--- src/hdl/tcw_pkg.sv ---
// ============================================================================
// Text console writer package
// Shared constants, command and register codes, and the put-step flags.
// ============================================================================
package tcw_pkg;

    // Built screen size defaults.
    localparam int MAX_COLS_DEFAULT = 128;
    localparam int MAX_ROWS_DEFAULT = 32;

    // Field widths of the channels.
    localparam int CELL_W       = 16;
    localparam int CHAR_W       = 8;
    localparam int READ_ROW_W   = 5;
    localparam int READ_COL_W   = 7;
    localparam int CURSOR_COL_W = 8;
    localparam int CURSOR_ROW_W = 5;

    // Configuration port.
    localparam int CFG_INDEX_W = 2;
    localparam int CFG_DATA_W  = 16;
    localparam int WIDTH_REG_W  = 8;
    localparam int HEIGHT_REG_W = 6;

    localparam logic [CFG_INDEX_W-1:0] CFG_SCREEN_WIDTH  = 2'd0;
    localparam logic [CFG_INDEX_W-1:0] CFG_SCREEN_HEIGHT = 2'd1;
    localparam logic [CFG_INDEX_W-1:0] CFG_COLOUR_WORD   = 2'd2;

    localparam logic [WIDTH_REG_W-1:0]  WIDTH_RESET  = 8'd80;
    localparam logic [HEIGHT_REG_W-1:0] HEIGHT_RESET = 6'd25;
    localparam logic [CELL_W-1:0]       COLOUR_RESET = 16'h0700;

    // Commands.
    localparam logic CMD_PUT  = 1'b0;
    localparam logic CMD_READ = 1'b1;

    localparam logic [CHAR_W-1:0] NEWLINE_CODE = 8'd10;

    // Decisions made for one put command.
    typedef struct packed {
        logic scroll;
        logic write_en;
    } put_plan_t;

endpackage

--- src/hdl/tcw_cursor.sv ---
// ============================================================================
// Text console cursor step
// Works out where a put lands, whether it scrolls, and the cursor afterwards.
// ============================================================================
module tcw_cursor #(
    parameter int MAX_COLS = tcw_pkg::MAX_COLS_DEFAULT,
    parameter int MAX_ROWS = tcw_pkg::MAX_ROWS_DEFAULT,
    localparam int COL_W  = $clog2(MAX_COLS + 1),
    localparam int CIDX_W = (MAX_COLS > 1) ? $clog2(MAX_COLS) : 1,
    localparam int ROW_W  = (MAX_ROWS > 1) ? $clog2(MAX_ROWS) : 1,
    localparam int CNT_W  = $clog2(MAX_ROWS + 1)
) (
    input  logic [COL_W-1:0]   cur_col,
    input  logic [ROW_W-1:0]   cur_row,
    input  logic [COL_W-1:0]   width_used,
    input  logic [CNT_W-1:0]   height_used,
    input  logic               is_newline,
    output tcw_pkg::put_plan_t plan,
    output logic [ROW_W-1:0]   cell_row,
    output logic [CIDX_W-1:0]  cell_col,
    output logic [COL_W-1:0]   next_col,
    output logic [ROW_W-1:0]   next_row
);

    logic [ROW_W-1:0] row_sat;
    logic [CNT_W-1:0] row_inc;
    logic             wrap;
    logic [COL_W-1:0] col_after;

    always_comb
    begin
        // A cursor left below the rows in use (height lowered) sits on the last row.
        if (CNT_W'(cur_row) >= height_used)
        begin
            row_sat = ROW_W'(height_used - CNT_W'(1));
        end
        else
        begin
            row_sat = cur_row;
        end

        wrap    = (cur_col >= width_used) || is_newline;
        row_inc = CNT_W'(row_sat) + CNT_W'(1);

        plan.write_en = !is_newline;
        plan.scroll   = wrap && (row_inc >= height_used);

        if (plan.scroll)
        begin
            cell_row = ROW_W'(height_used - CNT_W'(1));
        end
        else if (wrap)
        begin
            cell_row = ROW_W'(row_inc);
        end
        else
        begin
            cell_row = row_sat;
        end

        col_after = wrap ? '0 : cur_col;
        cell_col  = CIDX_W'(col_after);
        next_row  = cell_row;
        next_col  = is_newline ? col_after : col_after + COL_W'(1);
    end

endmodule

--- config.mk ---
export PLATFORM = sky130hd
export DESIGN_NAME = tcw_cursor
export DESIGN_NICKNAME = d
export VERILOG_FILES = /design/src/hdl/tcw_pkg.sv /design/src/hdl/tcw_cursor.sv
export SDC_FILE = /design/constraint.sdc
export NUM_CORES = 1
export LEC_CHECK = 0
export ABC_AREA = 1
export BUFFER_PORTS_ARGS = -buffer_cell sky130_fd_sc_hd__buf_2
export CAP_MARGIN = 20
export CORE_MARGIN = 3
export CORE_UTILIZATION = 45
export DETAILED_ROUTE_END_ITERATION = 8
export GPL_TIMING_DRIVEN = 0
export PLACE_DENSITY = 0.88
export SYNTH_ARGS = -nofsm -noshare
export SYNTH_HDL_FRONTEND = slang
export SYNTH_SLANG_ARGS = --single-unit
--- constraint.sdc ---
create_clock -name vclk -period 6.9
set_input_delay 0 -clock vclk [all_inputs]
set_output_delay 0 -clock vclk [all_outputs]
set_load 0.02 [all_outputs]
Word level (Yosys, flattened, before mapping)
Cells that the tools add are included.

storage, ports and cells
  word-level logic and storage cells = 14
  register bits after elaboration = 0

operators by class
  mux-type cells = 5
  reductions and logical operators = 3
  magnitude comparators = 3
  add/sub/neg operators = 3

operator list
  operator                                                            count
  8-bit two-way mux                                                   2
  5-bit two-way mux                                                   3
  8-bit by 1-bit adder with 8-bit output, second input constant       1
  8-bit greater-or-equal comparator                                   1
  5-bit by 1-bit adder with 6-bit output, second input constant       1
  5-bit by 6-bit greater-or-equal comparator with 1-bit output        1
  6-bit greater-or-equal comparator                                   1
  5-bit by 1-bit subtractor with 5-bit output, second input constant  1
  1-bit logical AND                                                   1
  1-bit logical NOT                                                   1
  1-bit logical OR                                                    1

Longest topological paths before layout
Gate-level depths: netlist (run 1).

  depth in word-level cells = 6
  mapped depth = 25

Least setup slack after synthesis (run 1)
OpenSTA, ideal clock, no wires.

  path kind = input to output
  from = input port height_used[3]
  to = output port next_row[0]
  path slack = 4.080 ns
  cell stages on the path = 22
  required time = 6.900 ns
  buffers on the path = 1
  data arrival time = 2.820 ns
  path through = inv_1 ha_1 nand2_1 nor2_1 nand2_1 nand2_2 nand2_1 nand2_1 ha_1 nand2_1 nor2_1 nand2_1 and2_1 ha_1 nand2_1 inv_1 o211ai_1 nand3_1 nand2_1 o22ai_1 a21oi_1 buf_4

between the ends
  cells in the longest elaborated chain, start to end = 6

ends and longest elaborated chain
  what                                                                                                                                line                                source
  from (decl)                                                                                                                         tcw_cursor.sv:16                    input logic [CNT_W-1:0] height_used,
  5-bit by 1-bit subtractor with 5-bit output / 5-bit by 6-bit greater-or-equal comparator with 1-bit output (equally long branches)  tcw_cursor.sv:35, tcw_cursor.sv:33
  5-bit two-way mux                                                                                                                   tcw_cursor.sv:33                    if (CNT_W'(cur_row) >= height_used)
  5-bit by 1-bit adder with 6-bit output                                                                                              tcw_cursor.sv:43                    row_inc = CNT_W'(row_sat) + CNT_W'(1);
  6-bit greater-or-equal comparator                                                                                                   tcw_cursor.sv:46                    plan.scroll = wrap && (row_inc >= height_used);
  1-bit logical AND                                                                                                                   tcw_cursor.sv:46
  5-bit two-way mux (*)                                                                                                               tcw_cursor.sv:48                    if (plan.scroll)
  to (decl)                                                                                                                           tcw_cursor.sv:22                    output logic [ROW_W-1:0] next_row

Mark *: on every way between the ends. The rest lies on a longest branch, timed or not.

Final worst setup path (run 1)
  from = input port height_used[3]
  to = output port next_row[1]

The elaborated chain is that of the path after synthesis.

==> impl_metrics.py, run 1 <==
metrics = {
    "power_and_ir_drop": {
        "leakagePower_uw": 0.0009568,
        "seq_power_share_pct": 0,
        "swShare_pct": 61.17,
        "p_comb_share_pct": 100.0,
        "ir_worst_vdd_mv": 0.09102,
        "power_switching_uw": 100.3,
        "p_int_uw": 63.68,
        "finalPower_uw": 164.0,
        "clkPwrFrac_pct": 0,
        "p_per_area_mw_per_mm2": 117.7,
    },
    "global_routing": {
        "grt_max_degree": 10,
        "grt_pass1_vias": 1042,
        "grt_antenna_before_repair": 0,
        "grt_overflow": 0,
        "grt_pass1_wl_um": 4091,
        "grt_usage_pct": 17.28,
    },
    "route": {
        "drt_iter0_drc": 13,
        "ant_nets": 0,
        "dr.pass1.iters": 4,
        "routed_wl_um": 2539,
        "vias_per_cell": 4.662,
        "wire_per_inst_um": 9.233,
        "drc": 0,
        "vias": 1282,
    },
    "critical_path": {
        "crit_type": "in2out",
        "cp-end-kind": "output pin",
        "cp_data_required_time_ps": 6900,
        "crit_cells": 23,
        "cp-start-kind": "input pin",
        "max_stage_delay_ps": 300,
        "worstPathArrival_ps": 3140,
        "worstPathCellList": "buf_2 > inv_1 > ha_1 > nand2_1 > nand2_1 > a21boi_2 > nand2_2 > nand2_1 > nand2_1 > ha_1 > nand3_1 > nand2_1 > and2_1 > ha_1 > nand2_1 > inv_1 > o211ai_1 > nand3_1 > nor2_1 > nand2_1 > o211ai_1 > buf_4 > buf_2",
        "path_delay_family": "simple AND/OR/NAND/NOR gates",
        "cp_num_buf_inv": 5,
        "critical_path.slowest_cell": "nor2_1",
        "crit_fanout": 7,
        "cpMostUsedCell": "nand2_1",
    },
    "sta": {
        "whs_ps": 303.6,
        "fmax_mhz": 318.5,
        "relSlewSlack_pct": 78.20,
        "worst_pin_slew_ps": 325.8,
        "rsz0062_at_grt": "false",
        "hold_violations": 0,
        "post-route-period-util_pct": 45.50,
        "drv_slew": 0,
        "tns_ps": 0,
        "setup_violations": 0,
        "period_minus_slack_ps": 3140,
    },
    "synthesis": {
        "netlist_area_mm2": 0.001084,
        "netlist-cell-type-count": 26,
        "yosysSeqAreaShare_pct": 0,
        "syn_nets": 242,
        "ys_warn_count": 0,
        "synth_cells": 192,
        "syn-mean-instance-area_um2": 5.643,
    },
    "cells_and_area": {
        "utilization_pct": 61.82,
        "final_common_cell": "buf_2",
        "areaGrowthSynthToFinish_pct": 28.64,
        "layout_common_cells": "55 x buf_2, 49 x nand2_1, 48 x inv_1",
        "drive_gt1_share_pct": 28.34,
        "multi_input_area_um2": 859.6,
        "insertedDiodeCount": 0,
        "fin_area_mm2": 0.001394,
        "nClkBuffers": 0,
        "nFillCells": 240,
        "design.seq.count": 0,
        "nets": 299,
        "register_area_um2": 0,
    },
    "floorplan": {
        "start_util_pct": 48.06,
        "rows": 17,
        "core_area_mm2": 0.002255,
        "fp.dieH_um": 55.07,
        "dieWidth_um": 55.07,
        "ioPinCount": 55,
        "design.die.area_mm2": 0.003033,
    },
    "placement": {
        "io_buffers": 55,
        "dp_hpwl_um": 2345,
        "placed_cell_area_mm2": 0.001394,
        "gp_congestion": 0.8315,
    },
    "clock_tree": {
        "cts_resized": 0,
        "ctsHoldBuffers": 0,
        "post_cts_buffers": 0,
    },
    "flow_run": {
        "maxCapViolations": 0,
    },
    "min_path": {
        "hold_path_depth": 3,
        "hold_path.class": "in2out",
    },
    "outcome": {
        "status": "finished, final reports clean",
    },
}
## path summary, 6_finish.rpt
check	startpoint	end	slack, ps
worst max-delay path	height_used[3]	next_row[1]	3760
worst min-delay path	is_newline	next_col[1]	300
## metal layers
layer  vias to the layer above  share of wire (%)  GRT usage (%)  routed length [um]
li1                        707                  -              -                   -
met1                       541                 46          24.60                1171
met2                        28                 48          29.53                1226
met3                         6                4.1         0.2681                 104
met4                         0                1.4          2.429                  36
met5                         -                  0              0                   0
## cell families after synthesis
group,count (synthesis),synth area share (%)
and+or+nand+nor,93,38.57
buffers and inverters,54,20.67
adders and majority gates,22,25.40
AOI/OAI and AO/OA,15,8.890
xor gates and xnor gates,8,6.466
## cell usage after synthesis (all sizes together), types with 2 or more instances
| library cell | count | share of area [%] |
|---|---|---|
| nor2 | 18 | 7.2 |
| inv | 49 | 17 |
| ha | 22 | 25 |
| buf | 5 | 3.5 |
| a21oi | 5 | 2.3 |
| o211ai | 2 | 1.4 |
| nand4 | 4 | 2.3 |
| nand3 | 14 | 6.5 |
| xor2 | 4 | 3.2 |
| nand2 | 53 | 20 |
| o21ai | 3 | 1.7 |
| o22ai | 3 | 1.7 |
| xnor2 | 4 | 3.2 |
## final cells by class
class	count	area share, %
timing repair buffer	55	19.75
inverter	49	13.38
buffer	5	2.693
tap	28	2.513
multi-input combinational	138	61.67
## power groups by stage
stage / combinational [uW] / clock [uW] / sequential [uW]
after floorplan: 117 / 0 / 0
after global placement: 161 / 0 / 0
after detailed placement: 164 / 0 / 0
after CTS: 165 / 0 / 0
after global routing: 185 / 0 / 0
final: 164 / 0 / 0
## metrics by stage
| stage | cells | worst slack [ps] |
|---|---|---|
| floorplan | 192 | 4080 |
| global placement | 275 | 3792 |
| detailed placement | 275 | 3752 |
| CTS | 275 | 3752 |
| global route | 275 | 3380 |
| finish | 275 | 3760 |
Power figures use the tool's default switching activity.
==> run 2: changes to the inputs <==
Clock period 6.9 ns to 3.02 ns, I/O delays scaled along.
==> run 2 against run 1 <==
- combinational power grew to 2.6 times the previous value
- final area is 10% higher
- sequential cell count is the same
- largest cell class unchanged
- core utilization increased by 6.2 points
- global-route usage grew 0.66 points
- largest power group unchanged
- via count is 4.1% higher
- first-iteration DRC count increased to 2.5 times the previous value
==> impl_metrics.py, run 2 (same netlist as run 1, synthesis figures left out) <==
metrics = {
    "outcome": {
        "status": "finished, final reports clean",
    },
    "critical_path": {
        "worstPathCellList": "buf_2 > inv_2 > ha_1 > inv_1 > nor2_1 > a21boi_2 > nand2_2 > buf_6 > o21ai_1 > nand2_1 > and2_1 > ha_1 > nand2_2 > inv_1 > o211ai_1 > nand3_2 > nor2_4 > buf_4 > a21oi_2 > buf_4 > buf_2",
        "max_stage_delay_ps": 280,
        "cp-start-kind": "input pin",
        "crit_fanout": 5,
        "critical_path.slowest_cell": "ha_1",
        "cp-end-kind": "output pin",
        "cp_data_required_time_ps": 3020,
        "worstPathArrival_ps": 2850,
        "crit_type": "in2out",
    },
    "power_and_ir_drop": {
        "ir_worst_vdd_mv": 0.2412,
        "leakagePower_uw": 0.001008,
        "p_per_area_mw_per_mm2": 281.5,
    },
    "sta": {
        "tns_ps": 0,
        "fmax_mhz": 350.9,
        "worst_pin_slew_ps": 294.8,
        "relSlewSlack_pct": 80.22,
        "drv_slew": 0,
        "setup_violations": 0,
        "hold_violations": 0,
        "period_minus_slack_ps": 2850,
        "post-route-period-util_pct": 94.37,
    },
    "cells_and_area": {
        "drive_gt1_share_pct": 36.86,
        "nets": 307,
        "nClkBuffers": 0,
        "areaGrowthSynthToFinish_pct": 41.57,
        "design.seq.count": 0,
        "nFillCells": 196,
        "register_area_um2": 0,
        "utilization_pct": 68.04,
        "insertedDiodeCount": 0,
        "final_common_cell": "buf_2",
        "layout_common_cells": "54 x buf_2, 44 x inv_1, 44 x nand2_1",
    },
    "global_routing": {
        "grtUsageMet2_pct": 32.28,
        "grt_usage_pct": 17.94,
        "grt_util_met3_pct": 0.2681,
        "top_usage_layer": "met2",
        "grt_antenna_before_repair": 0,
        "grt_pass1_vias": 1073,
        "grt_max_degree": 10,
        "grt_pass1_wl_um": 4209,
        "use_met1_pct": 24.44,
        "grt_overflow": 0,
    },
    "flow_run": {
        "maxCapViolations": 0,
    },
    "route": {
        "drc": 0,
        "routed_wl_um": 2904,
        "vias": 1334,
        "vias_per_cell": 4.714,
        "drt_iter0_drc": 33,
        "ant_nets": 0,
        "wire_per_inst_um": 10.26,
        "dr.pass1.iters": 4,
    },
    "floorplan": {
        "core_area_mm2": 0.002255,
        "dieWidth_um": 55.07,
        "start_util_pct": 48.06,
        "ioPinCount": 55,
        "design.die.area_mm2": 0.003033,
        "rows": 17,
        "fp.dieH_um": 55.07,
    },
    "placement": {
        "io_buffers": 55,
        "dp_hpwl_um": 2345,
        "gp_congestion": 0.8315,
    },
    "min_path": {
        "hold_path.class": "in2out",
    },
}
==> run 2: cell types whose count changed in the layout (fill, tap and decap cells not counted), sizes merged <==
cell / delta
buf: +8
==> run 2: stage by stage <==
stage               hold slack (ps)  instances  total power [uW]  setup slack, ps  instance area, um2
floorplan                     79.79        192             267.9            199.9                1084
global placement              305.5        275             366.9           -87.85                1394
detailed placement            305.6        275             375.5           -127.8                1394
CTS                           305.6        276             389.8            47.13                1425
global route                  329.3        283             481.7           -78.39                1534
finish                        303.6        283             431.8            170.1                1534
==> run 2: critical path: cells and delay by family <==
family	cells	cell delay, ps
adder cells (fa/ha/maj)	2	560
buffers and inverters	8	820
AO/OA/AOI/OAI	4	620
AND/OR/NAND/NOR	7	860
==> run 2: timing repair <==
item / 4_1_cts / 5_1_grt
resized for setup: 7 / 15
pin swaps: 2 / 12
setup endpoints to repair: 9 / 10
buffers inserted: 1 / 7
hold buffers: 0 / 0
==> run 2: report_power, final <==
group          leakage, uW  total, uW  internal, uW  switching [uW]
clock network            0          0             0               0
registers                0          0             0               0
logic              0.00101        432           178             254
total              0.00101        432           178             254
==> run 2: worst paths after layout <==
kind	start	end	cells past startpoint
worst max-delay path	height_used[4]	next_row[2]	21
worst min-delay path	is_newline	next_col[1]	3
==> run 2: layer usage <==
| metal | up-vias | part of all wire [%] |
|---|---|---|
| met2 | 36 | 52 |
| met5 | - | 0 |
| met3 | 0 | 4.6 |
| met4 | 0 | 0 |
| li1 | 726 | - |
| met1 | 572 | 44 |
==> run 2: layout make-up <==
| cell class | count | area [um2] | share of cell area [%] |
|---|---|---|---|
| plain buffers | 5 | 37.54 | 2.447 |
| inverters | 49 | 186.4 | 12.15 |
| multi-input cells | 138 | 933.4 | 60.85 |
| well taps | 28 | 35.03 | 2.284 |
| repair buffers | 63 | 341.6 | 22.27 |
==> run 3: changes to the inputs <==
Settings changed: ABC_AREA 1 to unset, CORE_UTILIZATION 45 to 40, PLACE_DENSITY 0.88 to 0.79.
==> run 3 against run 2 <==
- the flow now finishes with violations (negative setup slack)
- hold slack better by 38 ps
- area after synthesis is 9.9% higher
- sequential share of layout area stayed put
- first-iteration DRC count is 130% higher
- die area is 21% higher
- clock-buffer cell count stayed put
- maximum frequency is 15% lower
- setup slack worse by 510 ps
- critical endpoint is now next_row[3]
- largest cell class unchanged
- sequential cell count stayed put
==> impl_metrics.py, run 3 <==
metrics = {
    "floorplan": {
        "start_util_pct": 42.46,
        "design.die.area_mm2": 0.003669,
        "dieWidth_um": 60.57,
        "fp.dieH_um": 60.57,
        "core_area_mm2": 0.002805,
        "ioPinCount": 55,
        "rows": 19,
    },
    "global_routing": {
        "grt_pass1_wl_um": 5968,
        "grt_usage_pct": 20.47,
        "grt_max_degree": 11,
        "grt_overflow": 0,
        "grt_antenna_before_repair": 0,
        "grt_pass1_vias": 1323,
    },
    "placement": {
        "pre_cts_slack_ps": -542.0,
        "io_buffers": 55,
        "gp_congestion": 0.8288,
        "place_inst": 251,
        "dp_hpwl_um": 2738,
    },
    "route": {
        "routed_wl_um": 4078,
        "ant_nets": 0,
        "wire_per_inst_um": 14.99,
        "dr.pass1.iters": 4,
        "vias": 1480,
        "vias_per_cell": 5.441,
        "drt_iter0_drc": 77,
        "drc": 0,
    },
    "cells_and_area": {
        "nFillCells": 191,
        "layout_common_cells": "45 x buf_2, 22 x buf_4, 14 x ha_1",
        "final_common_cell": "buf_2",
        "stdcell_count": 272,
        "insertedDiodeCount": 0,
        "register_area_um2": 0,
        "nets": 293,
        "multi_input_area_mm2": 0.001426,
        "design.seq.count": 0,
        "drive_gt1_share_pct": 58.09,
        "nClkBuffers": 0,
        "areaGrowthSynthToFinish_pct": 80.04,
    },
    "critical_path": {
        "cp-end-kind": "output pin",
        "crit_type": "in2out",
        "cp_data_required_time_ps": 3020,
        "crit_fanout": 6,
        "worstPathArrival_ps": 3360,
        "cp-start-kind": "input pin",
    },
    "sta": {
        "layout_setup_ws_ps": -336.6,
        "relSlewSlack_pct": 65.15,
        "hold_violations": 0,
        "worst_pin_slew_ps": 518.0,
        "drv_slew": 0,
        "post-route-period-util_pct": 111.1,
        "fmax_mhz": 297.9,
        "period_minus_slack_ps": 3357,
        "rsz0062_at_grt": "true",
        "setup_violations": 10,
    },
    "synthesis": {
        "synth_common_cells": "22 x ha_1, 17 x inv_1, 12 x nand2_1",
        "ys_warn_count": 0,
        "netlist_area_mm2": 0.001191,
        "synth_cells": 165,
        "syn_nets": 215,
        "ys_top_cells_by_area": "ha_1 23%, xnor2_1 8.1%, and2_1 5.8%, inv_1 5.4%, a21oi_1 4.6%",
        "yosysSeqAreaShare_pct": 0,
        "yosysTopAreaCell": "ha_1",
        "netlist-cell-type-count": 43,
        "synth_top_cell_area_share_pct": 23.11,
        "yosysMostFrequentCell": "ha_1",
        "syn-mean-instance-area_um2": 7.219,
    },
    "outcome": {
        "violations": "negative setup slack",
        "status": "complete, but fails checks",
    },
    "power_and_ir_drop": {
        "p_per_area_mw_per_mm2": 310.1,
        "ir_worst_vdd_mv": 0.1634,
        "finalPower_uw": 665.1,
        "leakagePower_uw": 0.001002,
    },
    "flow_run": {
        "maxCapViolations": 0,
    },
    "min_path": {
        "hold_path.class": "in2out",
        "hold_path_depth": 3,
    },
}
## run 3: path summary, 6_finish.rpt
kind	start	to	slack (ps)
worst min-delay path	is_newline	plan[0]	340
worst max-delay path	cur_row[0]	next_row[3]	-340
## run 3: power by group
part / internal [uW] / leakage, uW / switching [uW]
Sequential: 0 / 0 / 0
Combinational: 333 / 0.00100 / 332
Clock: 0 / 0 / 0
Total: 333 / 0.00100 / 332
## run 3: cell type report
class	instances	area share (%)
inverter	17	3.734
multi-input combinational	140	66.51
tap	31	1.809
buffer	8	3.034
timing repair buffer	76	24.91
## run 3: metal layers
layer / part of all wire, % / track usage, % / wire [um] / up-vias
met3: 5.5 / 0.6383 / 223 / 8
met1: 41 / 25.63 / 1685 / 675
met5: 0 / 0 / 0 / -
met2: 51 / 39.08 / 2079 / 59
li1: - / - / - / 738
met4: 2.2 / 3.406 / 89 / 0
## run 3: logic make-up after synthesis
family          Yosys count  share of synthesized area (%)
simple gates             62                          28.26
compound gates           39                          25.95
buf+inv                  25                          9.664
fa+ha+maj                22                          23.11
mux                       4                          3.466
xor+xnor                 13                          9.559
## run 3: metrics by stage
stage / hold WS, ps / TNS (ps) / cell area, um2 / utilization, %
final: 341.2 / -2330 / 2145 / 76.45
after global routing: 363.0 / -3470 / 2145 / 76.45
after CTS: 344.3 / -1282 / 1909 / 68.06
after detailed placement: 343.6 / -4105 / 1704 / 60.75
after global placement: 347.0 / -4012 / 1704 / 60.75
after floorplan: 76.64 / -41.99 / 1390 / -
## run 3: worst max-delay path: stages
cell and delay [ps]:
buf_12 110, inv_16 40, ha_4 170, nand2b_4 130
a21o_4 210, buf_4 140, a21oi_4 260, buf_6 180
nor3_1 60, a31oi_1 230, nor2_1 100, ha_1 340
a21oi_4 180, o31a_1 290, nand2_2 90, o31a_1 310
o22ai_2 180, a21oi_2 60, buf_4 140, buf_6 120
## run 3: timing repair
| item | in CTS | in global routing |
|---|---|---|
| endpoints found under the setup margin | 11 | 13 |
| hold buffers | 0 | 0 |
| setup buffers | 9 | 12 |
| gates resized for setup | 35 | 30 |
| pin swaps | 16 | 24 |
